### src/design/sfr_pkg.sv
// Types, constants and register codes of the sentinel frame receiver.
// No dependencies; the other design files except the macro header use this package.
package sfr_pkg;

  localparam int BUFFER_DEPTH = 256;
  localparam int ADDR_W       = 8;
  localparam int BYTE_W       = 8;
  localparam int CMD_W        = 2;
  localparam int WAKE_W       = 3;
  localparam int IDLE_W       = 16;
  localparam int MASK_W       = 4;
  localparam int CFG_IDX_W    = 3;
  localparam int CFG_DATA_W   = 16;

  // Highest address the buffer allows, clipped to the address width.
  localparam int TOP_LIMIT_I  = (BUFFER_DEPTH - 1 > (1 << ADDR_W) - 1) ?
                                ((1 << ADDR_W) - 1) : (BUFFER_DEPTH - 1);
  localparam logic [ADDR_W-1:0] TOP_LIMIT = ADDR_W'(TOP_LIMIT_I);

  // Configuration register indexes.
  localparam logic [CFG_IDX_W-1:0] REG_START_BYTE  = 3'd0;
  localparam logic [CFG_IDX_W-1:0] REG_END_BYTE    = 3'd1;
  localparam logic [CFG_IDX_W-1:0] REG_MAX_INDEX   = 3'd2;
  localparam logic [CFG_IDX_W-1:0] REG_IDLE_RELOAD = 3'd3;
  localparam logic [CFG_IDX_W-1:0] REG_WAKE_MASK   = 3'd4;

  typedef enum logic [CMD_W-1:0] {
    CMD_BYTE  = 2'd0,
    CMD_TICK  = 2'd1,
    CMD_ERROR = 2'd2
  } cmd_t;

  typedef struct packed {
    logic [BYTE_W-1:0] start_byte;
    logic [BYTE_W-1:0] end_byte;
    logic [ADDR_W-1:0] max_index;
    logic [IDLE_W-1:0] idle_reload;
    logic [MASK_W-1:0] wake_mask;
  } cfg_t;

  typedef struct packed {
    logic [CMD_W-1:0]  command;
    logic [BYTE_W-1:0] rx_byte;
  } item_t;

  typedef struct packed {
    logic              write_enable;
    logic [ADDR_W-1:0] write_addr;
    logic [BYTE_W-1:0] write_data;
    logic [WAKE_W-1:0] wake_flags;
    logic [ADDR_W-1:0] frame_length;
    logic [BYTE_W-1:0] error_total;
  } result_t;

endpackage

### src/design/sfr_item_if.sv
// Input channel of the frame receiver: one received byte, tick or error per beat.
// Depends on sfr_pkg for field widths.
interface sfr_item_if;
  logic                        valid;
  logic                        ready;
  logic [sfr_pkg::CMD_W-1:0]   command;
  logic [sfr_pkg::BYTE_W-1:0]  rx_byte;

  modport source (output valid, output command, output rx_byte, input ready);
  modport sink   (input valid, input command, input rx_byte, output ready);
endinterface

### src/design/sfr_result_if.sv
// Output channel of the frame receiver: one result per accepted input beat.
// Depends on sfr_pkg for field widths.
interface sfr_result_if;
  logic                        valid;
  logic                        ready;
  logic                        write_enable;
  logic [sfr_pkg::ADDR_W-1:0]  write_addr;
  logic [sfr_pkg::BYTE_W-1:0]  write_data;
  logic [sfr_pkg::WAKE_W-1:0]  wake_flags;
  logic [sfr_pkg::ADDR_W-1:0]  frame_length;
  logic [sfr_pkg::BYTE_W-1:0]  error_total;

  modport source (output valid, output write_enable, output write_addr, output write_data,
                  output wake_flags, output frame_length, output error_total, input ready);
  modport sink   (input valid, input write_enable, input write_addr, input write_data,
                  input wake_flags, input frame_length, input error_total, output ready);
endinterface

### src/design/sentinel_frame_receiver.sv
// Sentinel frame receiver: turns received bytes, timer ticks and error events
// into buffer write commands, wakeup flags, the last frame length and an error
// count. Each accepted input beat yields exactly one result beat, through the input
// register, the engine's state update and the result register; one beat per cycle
// is taken while the result sink is ready. The user writes configuration through
// cfg_we, cfg_index and cfg_data only while idle; the block does not enforce this.
// Depends on sfr_pkg, sfr_item_if, sfr_result_if, sfr_cfg_regs and sfr_engine.
module sentinel_frame_receiver (
  input  logic                             clk,
  input  logic                             rst,
  input  logic                             cfg_we,
  input  logic [sfr_pkg::CFG_IDX_W-1:0]    cfg_index,
  input  logic [sfr_pkg::CFG_DATA_W-1:0]   cfg_data,
  sfr_item_if.sink                         items,
  sfr_result_if.source                     results
);
  import sfr_pkg::*;

  cfg_t    cfg;
  item_t   stage_item;
  logic    stage_valid;
  result_t engine_result;
  result_t out_result;
  logic    out_valid;
  logic    advance;

  // The staged beat moves into the result register whenever that slot frees up.
  // No input beat is taken while reset is held, since ready is held low during reset.
  assign advance     = stage_valid && (!out_valid || results.ready);
  assign items.ready = !rst && (!stage_valid || advance);

  sfr_cfg_regs u_cfg (
    .clk       (clk),
    .rst       (rst),
    .cfg_we    (cfg_we),
    .cfg_index (cfg_index),
    .cfg_data  (cfg_data),
    .cfg       (cfg)
  );

  sfr_engine u_engine (
    .clk    (clk),
    .rst    (rst),
    .cfg    (cfg),
    .step   (advance),
    .item   (stage_item),
    .result (engine_result)
  );

  always_ff @(posedge clk) begin
    if (rst) begin
      stage_valid <= 1'b0;
      out_valid   <= 1'b0;
    end else begin
      if (items.ready) begin
        stage_valid <= items.valid;
      end
      if (advance) begin
        out_valid <= 1'b1;
      end else if (results.ready) begin
        out_valid <= 1'b0;
      end
    end
  end

  always_ff @(posedge clk) begin
    if (items.valid && items.ready) begin
      stage_item.command <= items.command;
      stage_item.rx_byte <= items.rx_byte;
    end
    if (advance) begin
      out_result <= engine_result;
    end
  end

  assign results.valid        = out_valid;
  assign results.write_enable = out_result.write_enable;
  assign results.write_addr   = out_result.write_addr;
  assign results.write_data   = out_result.write_data;
  assign results.wake_flags   = out_result.wake_flags;
  assign results.frame_length = out_result.frame_length;
  assign results.error_total  = out_result.error_total;
endmodule

### src/design/sfr_cfg_regs.sv
// Configuration register file of the frame receiver.
// Depends on sfr_pkg for the register indexes and the cfg_t layout.
module sfr_cfg_regs (
  input  logic                             clk,
  input  logic                             rst,
  input  logic                             cfg_we,
  input  logic [sfr_pkg::CFG_IDX_W-1:0]    cfg_index,
  input  logic [sfr_pkg::CFG_DATA_W-1:0]   cfg_data,
  output sfr_pkg::cfg_t                    cfg
);
  import sfr_pkg::*;

  always_ff @(posedge clk) begin
    if (rst) begin
      cfg.start_byte  <= '0;
      cfg.end_byte    <= '0;
      cfg.max_index   <= '1;
      cfg.idle_reload <= '0;
      cfg.wake_mask   <= '0;
    end else if (cfg_we) begin
      case (cfg_index)
        REG_START_BYTE:  cfg.start_byte  <= cfg_data[BYTE_W-1:0];
        REG_END_BYTE:    cfg.end_byte    <= cfg_data[BYTE_W-1:0];
        REG_MAX_INDEX:   cfg.max_index   <= cfg_data[ADDR_W-1:0];
        REG_IDLE_RELOAD: cfg.idle_reload <= cfg_data[IDLE_W-1:0];
        REG_WAKE_MASK:   cfg.wake_mask   <= cfg_data[MASK_W-1:0];
        default: ;
      endcase
    end
  end
endmodule

### src/design/sfr_engine.sv
// Receive state of the frame receiver and the single-pass update for one beat.
// Depends on sfr_pkg; the state advances only when step is high.
module sfr_engine (
  input  logic                 clk,
  input  logic                 rst,
  input  sfr_pkg::cfg_t        cfg,
  input  logic                 step,
  input  sfr_pkg::item_t       item,
  output sfr_pkg::result_t     result
);
  import sfr_pkg::*;

  logic [ADDR_W-1:0] write_index, write_index_next;
  logic [IDLE_W-1:0] idle_count, idle_count_next;
  logic              start_seen, start_seen_next;
  logic              end_seen, end_seen_next;
  logic [ADDR_W-1:0] last_length, last_length_next;
  logic [BYTE_W-1:0] error_count, error_count_next;

  logic [ADDR_W-1:0] top;
  logic              plain;
  logic [ADDR_W:0]   index_inc;
  logic              wrap;
  logic [IDLE_W-1:0] idle_dec;

  assign top       = (cfg.max_index < TOP_LIMIT) ? cfg.max_index : TOP_LIMIT;
  assign plain     = (cfg.start_byte == '0) && (cfg.end_byte == '0);
  assign index_inc = {1'b0, write_index} + (ADDR_W+1)'(1);
  assign wrap      = index_inc > {1'b0, top};
  assign idle_dec  = idle_count - IDLE_W'(1);

  always_comb begin
    write_index_next    = write_index;
    idle_count_next     = idle_count;
    start_seen_next     = start_seen;
    end_seen_next       = end_seen;
    last_length_next    = last_length;
    error_count_next    = error_count;
    result.write_enable = 1'b0;
    result.write_addr   = '0;
    result.write_data   = '0;
    result.wake_flags   = '0;

    case (item.command)
      CMD_BYTE: begin
        result.write_enable = 1'b1;
        result.write_data   = item.rx_byte;
        idle_count_next     = cfg.idle_reload;
        if (plain) begin
          result.write_addr    = write_index;
          result.wake_flags[0] = cfg.wake_mask[0];
          if (wrap) begin
            write_index_next = '0;
            if (cfg.wake_mask[1]) begin
              result.wake_flags[0] = 1'b1;
            end
          end else begin
            write_index_next = index_inc[ADDR_W-1:0];
          end
        end else if (item.rx_byte == cfg.start_byte && !start_seen) begin
          // The start byte always lands at address zero, and only once per frame.
          start_seen_next  = 1'b1;
          result.write_addr = '0;
          write_index_next = ADDR_W'(1);
        end else if (item.rx_byte == cfg.end_byte && start_seen) begin
          result.write_addr = write_index;
          end_seen_next     = 1'b1;
          if (cfg.wake_mask[1]) begin
            last_length_next     = write_index;
            write_index_next     = '0;
            start_seen_next      = 1'b0;
            end_seen_next        = 1'b0;
            result.wake_flags[0] = 1'b1;
          end
        end else begin
          result.write_addr = write_index;
          if (wrap) begin
            write_index_next = '0;
            start_seen_next  = 1'b0;
            end_seen_next    = 1'b0;
          end else begin
            write_index_next = index_inc[ADDR_W-1:0];
          end
        end
      end
      CMD_TICK: begin
        // The idle timer only runs while a partial run is pending in the buffer.
        if (idle_count != '0 && write_index != '0) begin
          if (idle_dec == '0) begin
            idle_count_next  = cfg.idle_reload;
            last_length_next = write_index;
            write_index_next = '0;
            if (cfg.wake_mask[2]) begin
              result.wake_flags[1:0] = 2'b11;
            end
          end else begin
            idle_count_next = idle_dec;
          end
        end
      end
      CMD_ERROR: begin
        error_count_next     = error_count + BYTE_W'(1);
        result.wake_flags[2] = cfg.wake_mask[3];
      end
      default: ;
    endcase

    result.frame_length = last_length_next;
    result.error_total  = error_count_next;
  end

  always_ff @(posedge clk) begin
    if (rst) begin
      write_index <= '0;
      idle_count  <= '0;
      start_seen  <= 1'b0;
      end_seen    <= 1'b0;
      last_length <= '0;
      error_count <= '0;
    end else if (step) begin
      write_index <= write_index_next;
      idle_count  <= idle_count_next;
      start_seen  <= start_seen_next;
      end_seen    <= end_seen_next;
      last_length <= last_length_next;
      error_count <= error_count_next;
    end
  end
endmodule

### src/flat_wrapper.sv
// flat-port wrapper written by rule: the top's interface ports become plain ports
module sentinel_frame_receiver_flat import sfr_pkg::*;
  (clk, rst, cfg_we, cfg_index, cfg_data, items_valid, items_command, items_rx_byte, items_ready, results_valid, results_write_enable, results_write_addr, results_write_data, results_wake_flags, results_frame_length, results_error_total, results_ready);
  sfr_item_if items_i ();
  sfr_result_if results_i ();
  input  logic clk;
  input  logic rst;
  input  logic cfg_we;
  input  logic [sfr_pkg::CFG_IDX_W-1:0] cfg_index;
  input  logic [sfr_pkg::CFG_DATA_W-1:0] cfg_data;
  input wire logic [$bits(items_i.valid)-1:0] items_valid;
  input wire logic [$bits(items_i.command)-1:0] items_command;
  input wire logic [$bits(items_i.rx_byte)-1:0] items_rx_byte;
  output wire logic [$bits(items_i.ready)-1:0] items_ready;
  output wire logic [$bits(results_i.valid)-1:0] results_valid;
  output wire logic [$bits(results_i.write_enable)-1:0] results_write_enable;
  output wire logic [$bits(results_i.write_addr)-1:0] results_write_addr;
  output wire logic [$bits(results_i.write_data)-1:0] results_write_data;
  output wire logic [$bits(results_i.wake_flags)-1:0] results_wake_flags;
  output wire logic [$bits(results_i.frame_length)-1:0] results_frame_length;
  output wire logic [$bits(results_i.error_total)-1:0] results_error_total;
  input wire logic [$bits(results_i.ready)-1:0] results_ready;
  assign items_i.valid = items_valid;
  assign items_i.command = items_command;
  assign items_i.rx_byte = items_rx_byte;
  assign items_ready = items_i.ready;
  assign results_valid = results_i.valid;
  assign results_write_enable = results_i.write_enable;
  assign results_write_addr = results_i.write_addr;
  assign results_write_data = results_i.write_data;
  assign results_wake_flags = results_i.wake_flags;
  assign results_frame_length = results_i.frame_length;
  assign results_error_total = results_i.error_total;
  assign results_i.ready = results_ready;
  sentinel_frame_receiver u_core (.clk(clk), .rst(rst), .cfg_we(cfg_we), .cfg_index(cfg_index), .cfg_data(cfg_data), .items(items_i), .results(results_i));
endmodule
### config.mk
export PLATFORM = sky130hd
export DESIGN_NAME = sentinel_frame_receiver_flat
export DESIGN_NICKNAME = d
export VERILOG_FILES = /design/src/design/sfr_pkg.sv /design/src/design/sfr_item_if.sv /design/src/design/sfr_result_if.sv /design/src/design/sentinel_frame_receiver.sv /design/src/design/sfr_cfg_regs.sv /design/src/design/sfr_engine.sv /design/src/flat_wrapper.sv
export SDC_FILE = /design/constraint.sdc
export NUM_CORES = 1
export LEC_CHECK = 0
export BUFFER_PORTS_ARGS = -buffer_cell sky130_fd_sc_hd__buf_2
export CAP_MARGIN = 20
export CORE_MARGIN = 4
export CORE_UTILIZATION = 35
export CTS_CLUSTER_SIZE = 28
export DETAILED_ROUTE_END_ITERATION = 8
export GPL_TIMING_DRIVEN = 0
export MAX_ROUTING_LAYER = met4
export SYNTH_ARGS = -nofsm -noshare
export SYNTH_HDL_FRONTEND = slang
export SYNTH_SLANG_ARGS = --single-unit
### constraint.sdc
create_clock -name clk -period 3.3 [get_ports clk]
set_clock_uncertainty 0.2 [all_clocks]
set_input_delay 0.66 -clock clk [delete_from_list [all_inputs] [get_ports clk]]
set_output_delay 0.66 -clock clk [all_outputs]
set_load 0.05 [all_outputs]
==> results.json <==
{
  "outcome": "finished, violations left",
  "violations": "negative setup slack",
  "first_iter_violations": 442,
  "clkPwrFrac": 0.466,
  "dp_hpwl_um": 12060,
  "initial_utilization": 0.3584,
  "postLayoutCoreUtil": 0.4424,
  "die_w_um": 144.3,
  "cts_root_buf": "clkbuf_16",
  "final_cell_mix": "nand2_1, dfxtp_1, buf_2, a21oi_1, edfxtp_1",
  "pwr-share-comb": 0.097,
  "grt.overflow.total": 0,
  "drc": 0,
  "ys_seq_elements": 133,
  "synth_nets": 744,
  "yosysUniqueCellTypes": 70,
  "end_kind": "flop",
  "die_area_mm2": 0.02083,
  "fmax_ghz": 0.3008,
  "htreeDepth": 4,
  "cap_viol_max_count": 0,
  "num_vias": 5553,
  "rows": 49,
  "area_delta_synth_final_pct": 23.45,
  "drv_slew": 0,
  "min_period_ps": 3324,
  "grt_start_max_net_pins": 45,
  "hold_viol": 0,
  "r2r-end": "u_core.results.frame_length[1]",
  "ys_warn_count": 0,
  "clkSinkCount": 133,
  "wirelength_um": 17030,
  "grt_pass1_wl_um": 26810,
  "seqPwrFrac": 0.437,
  "diodes": 0,
  "cp_data_required_time_ps": 3260,
  "crit_arrival_ps": 3280,
  "slowest_delay_ps": 430,
  "rsz0062_at_grt": "yes",
  "cp_common_cell": "buf_6",
  "r2r_slack_ps": -20,
  "core_mm2": 0.01815,
  "ys_seq_area_frac": 0.4802,
  "ys.flop_type": "dfxtp_1",
  "path_buf_inv": 3,
  "grt_antenna_before_repair": 0,
  "powerDensity_mw_per_mm2": 504.2,
  "drive_above_1_share": 0.2074,
  "relSlewSlack": 0.4430,
  "ctsHoldBuffers": 0,
  "pin_count": 72,
  "whs_ps": 223.1,
  "switching_share": 0.2490,
  "hold_start": "items_rx_byte[7]",
  "setup_viol": 8,
  "startpoint": "u_core.u_engine.idle_count[0]",
  "worst_setup_path_start_kind": "flop",
  "netlist_area_mm2": 0.006504,
  "final_common_cell": "nand2_1",
  "clk_pin_slew_ps": 60,
  "numCtsBuffers": 17,
  "min_to": "u_core.stage_item[7]",
  "clk_latency_ps": 410,
  "gp_congestion": 0.8948,
  "clockBufferDepth": 2,
  "fin_nets": 845,
  "postLayoutSetupSlackWorst_ps": -24.15,
  "vdd_drop_max_mv": 0.3408,
  "grt_use_total": 0.1696,
  "wl_per_cell_um": 16.39,
  "fillers": 1774,
  "syn_avg_cell_area_um2": 9.344,
  "rr_startpoint": "u_core.u_engine.idle_count[0]",
  "ant_nets": 0,
  "ff2ff_path_depth": 11,
  "cts_tree": "built",
  "path_cells": "inv_4 -> ha_4 -> buf_6 -> or3b_4 -> o31a_1 -> nor3_4 -> and4b_2 -> a41o_1 -> and2b_1 -> buf_6 -> mux2_4",
  "power.internal_mw": 3.040,
  "synth-edff-count": 46,
  "power_switching_mw": 1.008,
  "async_flop_share": 0,
  "grt_pass1_vias": 5066,
  "whs_path_depth": 1,
  "io_buffers": 70,
  "worst_hold_path_type": "primary input to flop",
  "fin_crit_sh": 1.007,
  "crit_type": "flop to flop",
  "first_pass_iters": 5,
  "netlist_instances": 696,
  "critPathSlowestCell": "or3b_4",
  "vias_per_cell": 5.345,
  "cp_max_fo": 8,
  "die_height_um": 144.3,
  "worst_pin_slew_ps": 827.8,
  "cpLargestDelayFamily": "simple AND/OR/NAND/NOR gates",
  "p_leak_nw": 3.228
}
-- cell usage after synthesis (7+ instances only) --
library cell  count  area (um^2)
nand4_1          13        81.33
a21oi_1          58        290.3
nor4_1           11        68.82
dfxtp_1          87         1742
o21ai_0          28        140.1
o211ai_1         12        90.09
xor2_1           23        201.4
nor2_1           44        165.2
mux2_4            8        120.1
ha_1             14        175.2
inv_1            15        56.30
clkbuf_1         32        120.1
nand2_1          91        341.6
edfxtp_1         46         1381
and2_1           13        81.33
xnor2_1          16        140.1
or3_1             7        43.79
and3_1           22        137.6
nand3_1          30        150.1
nor3_1           17        85.08
-- cells by family after synthesis --
family | Yosys count | synth area share
xor+xnor | 39 | 0.05252
buf+inv | 62 | 0.03867
mux | 15 | 0.02963
flops | 133 | 0.4802
fa+ha+maj | 14 | 0.02693
compound gates | 147 | 0.1470
simple gates | 286 | 0.2251
-- per-stage QoR --
step | cells | area, um^2 | worst slack [ps] | TNS (ps) | power (mW)
floorplan | 696 | 6509 | 33.47 | 0 | 2.047
detailed placement | 995 | 7147 | -373.0 | -7793 | 2.159
global placement | 995 | 7146 | -675.3 | -12610 | 2.158
global route | 1039 | 8029 | -76.06 | -557.3 | 4.202
CTS | 1028 | 7807 | -9.647 | -18.80 | 4.051
finish | 1039 | 8029 | -24.15 | -136.4 | 4.048
-- state kept, by name, indices dropped and copies added, names as in the netlist, 3 cells and up --
register / count
u_core.u_cfg.cfg: 44
u_core.u_engine.error_count: 8
u_core.u_engine.idle_count: 16
u_core.stage_item: 10
u_core.results.write_addr: 8
u_core.results.write_data: 8
u_core.results.error_total: 8
u_core.results.frame_length: 8
u_core.u_engine.last_length: 8
u_core.results.wake_flags: 3
u_core.u_engine.write_index: 8
-- per-layer routing --
metal,GRT usage,wire length (um),part of all wire
met2,0.2434,7563,0.44
met3,0.03274,784,0.046
met5,-,0,0
met4,0.05007,223,0.013
met1,0.2429,8460,0.50
-- worst max path at each step --
stage          slack, ps  depth (start not counted)                        endpoint
2_1_floorplan         30                         13  u_core.results.frame_length[0]
3_3_place_gp        -680                          9  u_core.u_engine.write_index[2]
3_5_place_dp        -370                         13  u_core.results.frame_length[5]
4_1_cts              -10                         12  u_core.results.frame_length[1]
5_1_grt              -80                         11  u_core.results.frame_length[1]
6_report             -20                         11  u_core.results.frame_length[1]
-- what timing repair did --
item	CTS	global route
endpoints found under the setup margin	38	41
buffers inserted	5	12
pin swaps	7	13
resized for setup	16	30
-- power by group through the flow --
stage	sequential [mW]	combinational, mW	clock [mW]
2_1_floorplan	1.87	0.176	0
4_1_cts	1.77	0.362	1.92
3_3_place_gp	1.80	0.353	0
6_report	1.77	0.393	1.89
3_5_place_dp	1.80	0.355	0
5_1_grt	1.77	0.425	2.00
-- area by class of cell --
type | count | area [um^2] | area share
well taps | 229 | 286.5 | 0.03569
multi-input cells | 501 | 3271 | 0.4074
clock inverters | 11 | 122.6 | 0.01527
inverters | 17 | 70.07 | 0.008727
clock buffers | 21 | 471.7 | 0.05875
repair buffers | 87 | 490.5 | 0.06109
plain buffers | 40 | 180.2 | 0.02244
flip-flops and latches | 133 | 3137 | 0.3907
No activity file was read; power rests on OpenSTA's default activity.
